$ cat src/rtl/lbnsm_pkg.sv
package lbnsm_pkg;

  localparam int PANEL_W = 640;
  localparam int PANEL_H = 480;

  localparam int XW   = 10;
  localparam int YW   = 9;
  localparam int SW   = 12;
  localparam int LW   = 24;
  localparam int QW   = 22;
  localparam int NCELL = QW;
  localparam int LAT  = 2 * NCELL + 4;

  localparam logic [1:0] REG_WIDTH  = 2'd0;
  localparam logic [1:0] REG_HEIGHT = 2'd1;
  localparam logic [1:0] REG_LENGTH = 2'd2;

  localparam logic [1:0] ST_OK    = 2'd0;
  localparam logic [1:0] ST_SIZE  = 2'd1;
  localparam logic [1:0] ST_SHORT = 2'd2;

  typedef struct packed {
    logic [SW-1:0] rem;
    logic [QW-1:0] qd;
    logic [SW-1:0] dv;
  } lane_t;

  typedef struct packed {
    logic          vld;
    logic          in_pic;
    logic [XW-1:0] px;
    logic [YW-1:0] py;
  } sb_t;

endpackage

$ cat src/rtl/lbnsm_div_cell.sv
module lbnsm_div_cell (
  input  logic              clk,
  input  logic              rst,
  input  lbnsm_pkg::lane_t  a_in,
  input  lbnsm_pkg::lane_t  b_in,
  input  lbnsm_pkg::sb_t    sb_in,
  output lbnsm_pkg::lane_t  a_out,
  output lbnsm_pkg::lane_t  b_out,
  output lbnsm_pkg::sb_t    sb_out
);

  lbnsm_pkg::lane_t a_next, b_next;

  function automatic lbnsm_pkg::lane_t step(input lbnsm_pkg::lane_t l);
    lbnsm_pkg::lane_t o;
    logic [lbnsm_pkg::SW:0] r;
    r = {l.rem, l.qd[lbnsm_pkg::QW-1]};
    o.dv = l.dv;
    o.qd = {l.qd[lbnsm_pkg::QW-2:0], 1'b0};
    if (r >= {1'b0, l.dv}) begin
      r = r - {1'b0, l.dv};
      o.qd[0] = 1'b1;
    end
    o.rem = r[lbnsm_pkg::SW-1:0];
    return o;
  endfunction

  always_comb begin
    a_next = step(a_in);
    b_next = step(b_in);
  end

  always_ff @(posedge clk) begin
    a_out <= a_next;
    b_out <= b_next;
    if (rst) sb_out <= '0;
    else sb_out <= sb_in;
  end

endmodule

$ cat src/rtl/lbnsm_div_chain.sv
module lbnsm_div_chain (
  input  logic              clk,
  input  logic              rst,
  input  lbnsm_pkg::lane_t  a_in,
  input  lbnsm_pkg::lane_t  b_in,
  input  lbnsm_pkg::sb_t    sb_in,
  output lbnsm_pkg::lane_t  a_out,
  output lbnsm_pkg::lane_t  b_out,
  output lbnsm_pkg::sb_t    sb_out
);

  lbnsm_pkg::lane_t a_c [lbnsm_pkg::NCELL+1];
  lbnsm_pkg::lane_t b_c [lbnsm_pkg::NCELL+1];
  lbnsm_pkg::sb_t   s_c [lbnsm_pkg::NCELL+1];

  assign a_c[0] = a_in;
  assign b_c[0] = b_in;
  assign s_c[0] = sb_in;

  for (genvar i = 0; i < lbnsm_pkg::NCELL; i++) begin : g_cell
    lbnsm_div_cell u_cell (
      .clk    (clk),
      .rst    (rst),
      .a_in   (a_c[i]),
      .b_in   (b_c[i]),
      .sb_in  (s_c[i]),
      .a_out  (a_c[i+1]),
      .b_out  (b_c[i+1]),
      .sb_out (s_c[i+1])
    );
  end

  assign a_out  = a_c[lbnsm_pkg::NCELL];
  assign b_out  = b_c[lbnsm_pkg::NCELL];
  assign sb_out = s_c[lbnsm_pkg::NCELL];

endmodule

$ cat config.mk
export PLATFORM = sky130hd
export DESIGN_NAME = lbnsm_div_chain
export DESIGN_NICKNAME = d
export VERILOG_FILES = /design/src/rtl/lbnsm_pkg.sv /design/src/rtl/lbnsm_div_cell.sv /design/src/rtl/lbnsm_div_chain.sv
export SDC_FILE = /design/constraint.sdc
export NUM_CORES = 2
export LEC_CHECK = 0
export ABC_AREA = 1
export BUFFER_PORTS_ARGS = -buffer_cell sky130_fd_sc_hd__clkbuf_2
export CAP_MARGIN = 20
export CORE_UTILIZATION = 55
export CTS_CLUSTER_SIZE = 16
export DETAILED_ROUTE_END_ITERATION = 10
export PLACE_DENSITY = 0.75
export SLEW_MARGIN = 20
export SYNTH_ARGS = -nofsm -noshare
export SYNTH_HDL_FRONTEND = slang
export SYNTH_SLANG_ARGS = --single-unit
$ cat constraint.sdc
create_clock -name clk -period 1.7 [get_ports clk]
set_clock_uncertainty 0.05 [all_clocks]
set_input_delay 0.17 -clock clk [delete_from_list [all_inputs] [get_ports clk]]
set_output_delay 0.17 -clock clk [all_outputs]
set_load 0.02 [all_outputs]
==> impl_metrics.py <==
metrics = {
    "global_route": {
        "grt_overflow": 0,
        "grt_use_total_pct": 29.1,
        "antenna_found_initial": 15,
        "grt_pass1_vias": 86600,
        "grt_pass1_wl_mm": 426,
        "grt_max_degree": 75,
    },
    "timing": {
        "fmax_mhz": 447,
        "rsz0062_at_grt": "true",
        "slew_violations": 0,
        "post-route-period-util_pct": 132,
        "worstMarginPinSlew_ns": 0.998,
        "slew_headroom_pct": 33.2,
        "finalSetupViolations": 434,
        "hold_violations": 0,
        "timing.final.crit_period_ns": 2.24,
        "layout_setup_ws_ns": -0.538,
    },
    "routing": {
        "vias": 90300,
        "drtPass1Iterations": 9,
        "initialDrtViolationCount": 7257,
        "ant_nets": 0,
        "drc": 0,
        "vias_per_cell": 5.24,
        "totalWireLength_mm": 330,
        "wl_per_cell_um": 19.2,
    },
    "layout": {
        "final_common_cell": "buf_4",
        "fin_nets": 15400,
        "layout_common_cells": "buf_4, inv_1, dfxtp_1",
        "final_cell_count_no_fill": 17200,
        "layout-drive-gt1-share_pct": 46.9,
        "final_util_pct": 84.6,
        "area_growth_pct": 52.1,
    },
    "run_status": {
        "violations": "setup timing",
        "run_status": "finished with violations",
    },
    "hold_path": {
        "whs_endpoint": "g_cell[0].u_cell.b_out[39]$_DFF_P_",
        "hold_start": "b_in[38]",
        "min_path_cells": 4,
        "hp-class": "in -> reg",
    },
    "logic_synthesis": {
        "synth_cells": 11700,
        "ys_seq_elements": 2486,
        "syn-num-nets": 12400,
        "syn_area_per_cell_sq_um": 8.29,
        "synth_area_sq_um": 97000,
        "yosysSeqAreaShare_pct": 51.3,
        "yosysTopAreaCell": "dfxtp_1",
        "ys_types": 34,
        "ys_top_cells_by_area": "dfxtp_1, nand2_1, inv_1, ha_1, nor2_1",
        "yosysWarningCount": 0,
        "synth_top_area_share_pct": 51.3,
    },
    "pwr": {
        "ir_drop_uv": 1290,
        "powerDensity_nw_per_um2": 2050,
        "comb_power_share_pct": 54.0,
        "switching_share_pct": 40.4,
        "intPower_w": 0.180,
        "p_clk_share_pct": 18.3,
        "power.switching_w": 0.122,
        "leakage_nw": 71.0,
        "p_seq_share_pct": 27.7,
    },
    "setup_path": {
        "reg2reg_depth": 11,
        "reg2reg_to": "g_cell[17].u_cell.b_out[41]$_DFF_P_",
        "crit_path_end_kind": "flip-flop",
        "arrival_ns": 2.99,
        "path_class": "reg -> reg",
        "r2r_slack_ns": -0.54,
        "worst-path-max-fanout": 4,
        "cp_data_required_time_ns": 2.45,
        "start_kind": "flip-flop",
        "rr_startpoint": "g_cell[16].u_cell.b_out[2]$_DFF_P_",
    },
    "place": {
        "gp_congestion": 0.911,
        "dpl.hpwl_mm": 173,
        "dp.cells": 16000,
        "place_ws_ns": -0.286,
        "io_buffers": 227,
    },
    "clocking": {
        "clock_sinks": 2486,
        "cts_buffers": 234,
        "clkLatencyLatePin_ns": 0.94,
        "cts.clk_slew.worst_paths_ns": 0.08,
        "cts_tree": "yes",
        "cts_buffer_depth": 3,
        "clockRootBuffer": "clkbuf_16",
        "cts_max_level": 4,
    },
    "die": {
        "initial_utilization_pct": 55.6,
        "die_h_um": 422,
        "ioPinCount": 228,
        "std_cell_rows": 153,
        "die_x_um": 422,
        "coreArea_sq_um": 175000,
        "dieArea_sq_um": 178000,
    },
    "flow_run": {
        "cap_viol_max_count": 0,
    },
}
[power groups by stage]
stage	clock network (W)	logic (W)	registers, W
after global placement	0	0.101	0.0804
after CTS	0.0550	0.123	0.0814
after detailed placement	0	0.103	0.0806
after global routing	0.0583	0.173	0.0846
after floorplan	0	0.0649	0.0771
final	0.0553	0.163	0.0837
[critical path, stage by stage (launching register included)]
cell and delay, ns:
dfxtp_2 0.35, inv_2 0.05, ha_4 0.23, buf_4 0.16, a21oi_2 0.54, nand2_2 0.21, nand2_1 0.14, nand3_1 0.07
nand2_1 0.07, nand2_1 0.08, nand2_4 0.08, o21ai_2 0.05
[cell families after synthesis]
logic type | after synthesis | share of synthesized area [%]
adder cells (fa/ha/maj) | 572 | 7.72
XOR/XNOR | 238 | 2.15
AO/OA/AOI/OAI | 492 | 3.30
AND/OR/NAND/NOR | 5234 | 24.2
buffers and inverters | 2682 | 11.4
flip-flops | 2486 | 51.3
[cell type report]
| type | count | area [sq um] |
|---|---|---|
| multi-input cells | 6577 | 52300 |
| flip-flops and latches | 2486 | 50700 |
| fillers | 8780 | 26900 |
| repair buffers | 2951 | 24300 |
| inverters | 2443 | 9200 |
| clock buffers | 307 | 6470 |
| well taps | 2325 | 2910 |
| clock inverters | 129 | 1740 |
| diodes | 5 | 12.5 |
[stage by stage]
stage / power, W / cell area (sq um) / hold slack, ns / setup TNS [ns]
after floorplan: 0.142 / 97700 / 0.148 / 0
after global placement: 0.182 / 115000 / 0.223 / -65.46
after detailed placement: 0.184 / 115000 / 0.224 / -80.37
after CTS: 0.259 / 135000 / 0.00563 / -16.33
after global routing: 0.316 / 148000 / 0.00443 / -78.69
final: 0.302 / 148000 / 0.0591 / -50.43
[what timing repair did]
item                                   in CTS  in global routing
pin swaps                                 366               1132
setup endpoints to repair                 544                551
endpoints found under the hold margin     551                  0
buffers inserted                          190                267
resized for setup                        1502               2927
hold buffers                              215                  0
cloned                                     58                 38
[state kept, by name, summed over array words and instances, names as in the netlist]
name,cells
g_cell.u_cell.a_out,1012
g_cell.u_cell.b_out,1012
g_cell.u_cell.sb_out,462
[per-layer routing]
metal / up-vias / routed length (um) / global-route usage, %
li1: 41800 / - / -
met5: - / 130 / 0
met3: 1863 / 21000 / 3.63
met2: 3974 / 162000 / 53.5
met4: 18 / 25500 / 14.2
met1: 42600 / 121000 / 33.0
[Yosys cell counts]
library cell	n
nand2_1	2862
dfxtp_1	2486
inv_1	2439
nor2_1	921
nand3_1	580
ha_1	528
nand4_1	396
xor2_1	194
o21ai_0	192
a21oi_1	158
nand3_2	135
buf_4	112
nand3b_1	84
nand2_2	83
o21ai_2	68
nor3_1	66
nor2_2	49
clkbuf_1	48
fa_1	44
xnor2_1	44
a21oi_4	42
buf_6	34
o21ai_1	30
buf_2	25
nand3_4	18
nor2_4	18
nor3_2	18
buf_12	16
inv_2	4
and2_1	3
a21oi_2	2
buf_1	2
buf_8	2
nand2_4	1
[worst max path at each step]
stage | from | to | slack, ns | cells past startpoint
2_1_floorplan | g_cell[20].u_cell.b_out[6]$_DFF_P_ | g_cell[21].u_cell.b_out[40]$_DFF_P_ | 0.005 | 11
3_3_place_gp | g_cell[0].u_cell.a_out[8]$_DFF_P_ | g_cell[1].u_cell.a_out[34]$_DFF_P_ | -0.26 | 8
3_5_place_dp | g_cell[0].u_cell.a_out[8]$_DFF_P_ | g_cell[1].u_cell.a_out[35]$_DFF_P_ | -0.29 | 8
4_1_cts | g_cell[8].u_cell.b_out[10]$_DFF_P_ | g_cell[9].u_cell.b_out[44]$_DFF_P_ | -0.11 | 10
5_1_grt | g_cell[16].u_cell.b_out[2]$_DFF_P_ | g_cell[17].u_cell.b_out[41]$_DFF_P_ | -0.62 | 11
6_report | g_cell[16].u_cell.b_out[2]$_DFF_P_ | g_cell[17].u_cell.b_out[41]$_DFF_P_ | -0.54 | 11
Note: power is estimated with default switching activity, not from simulation.
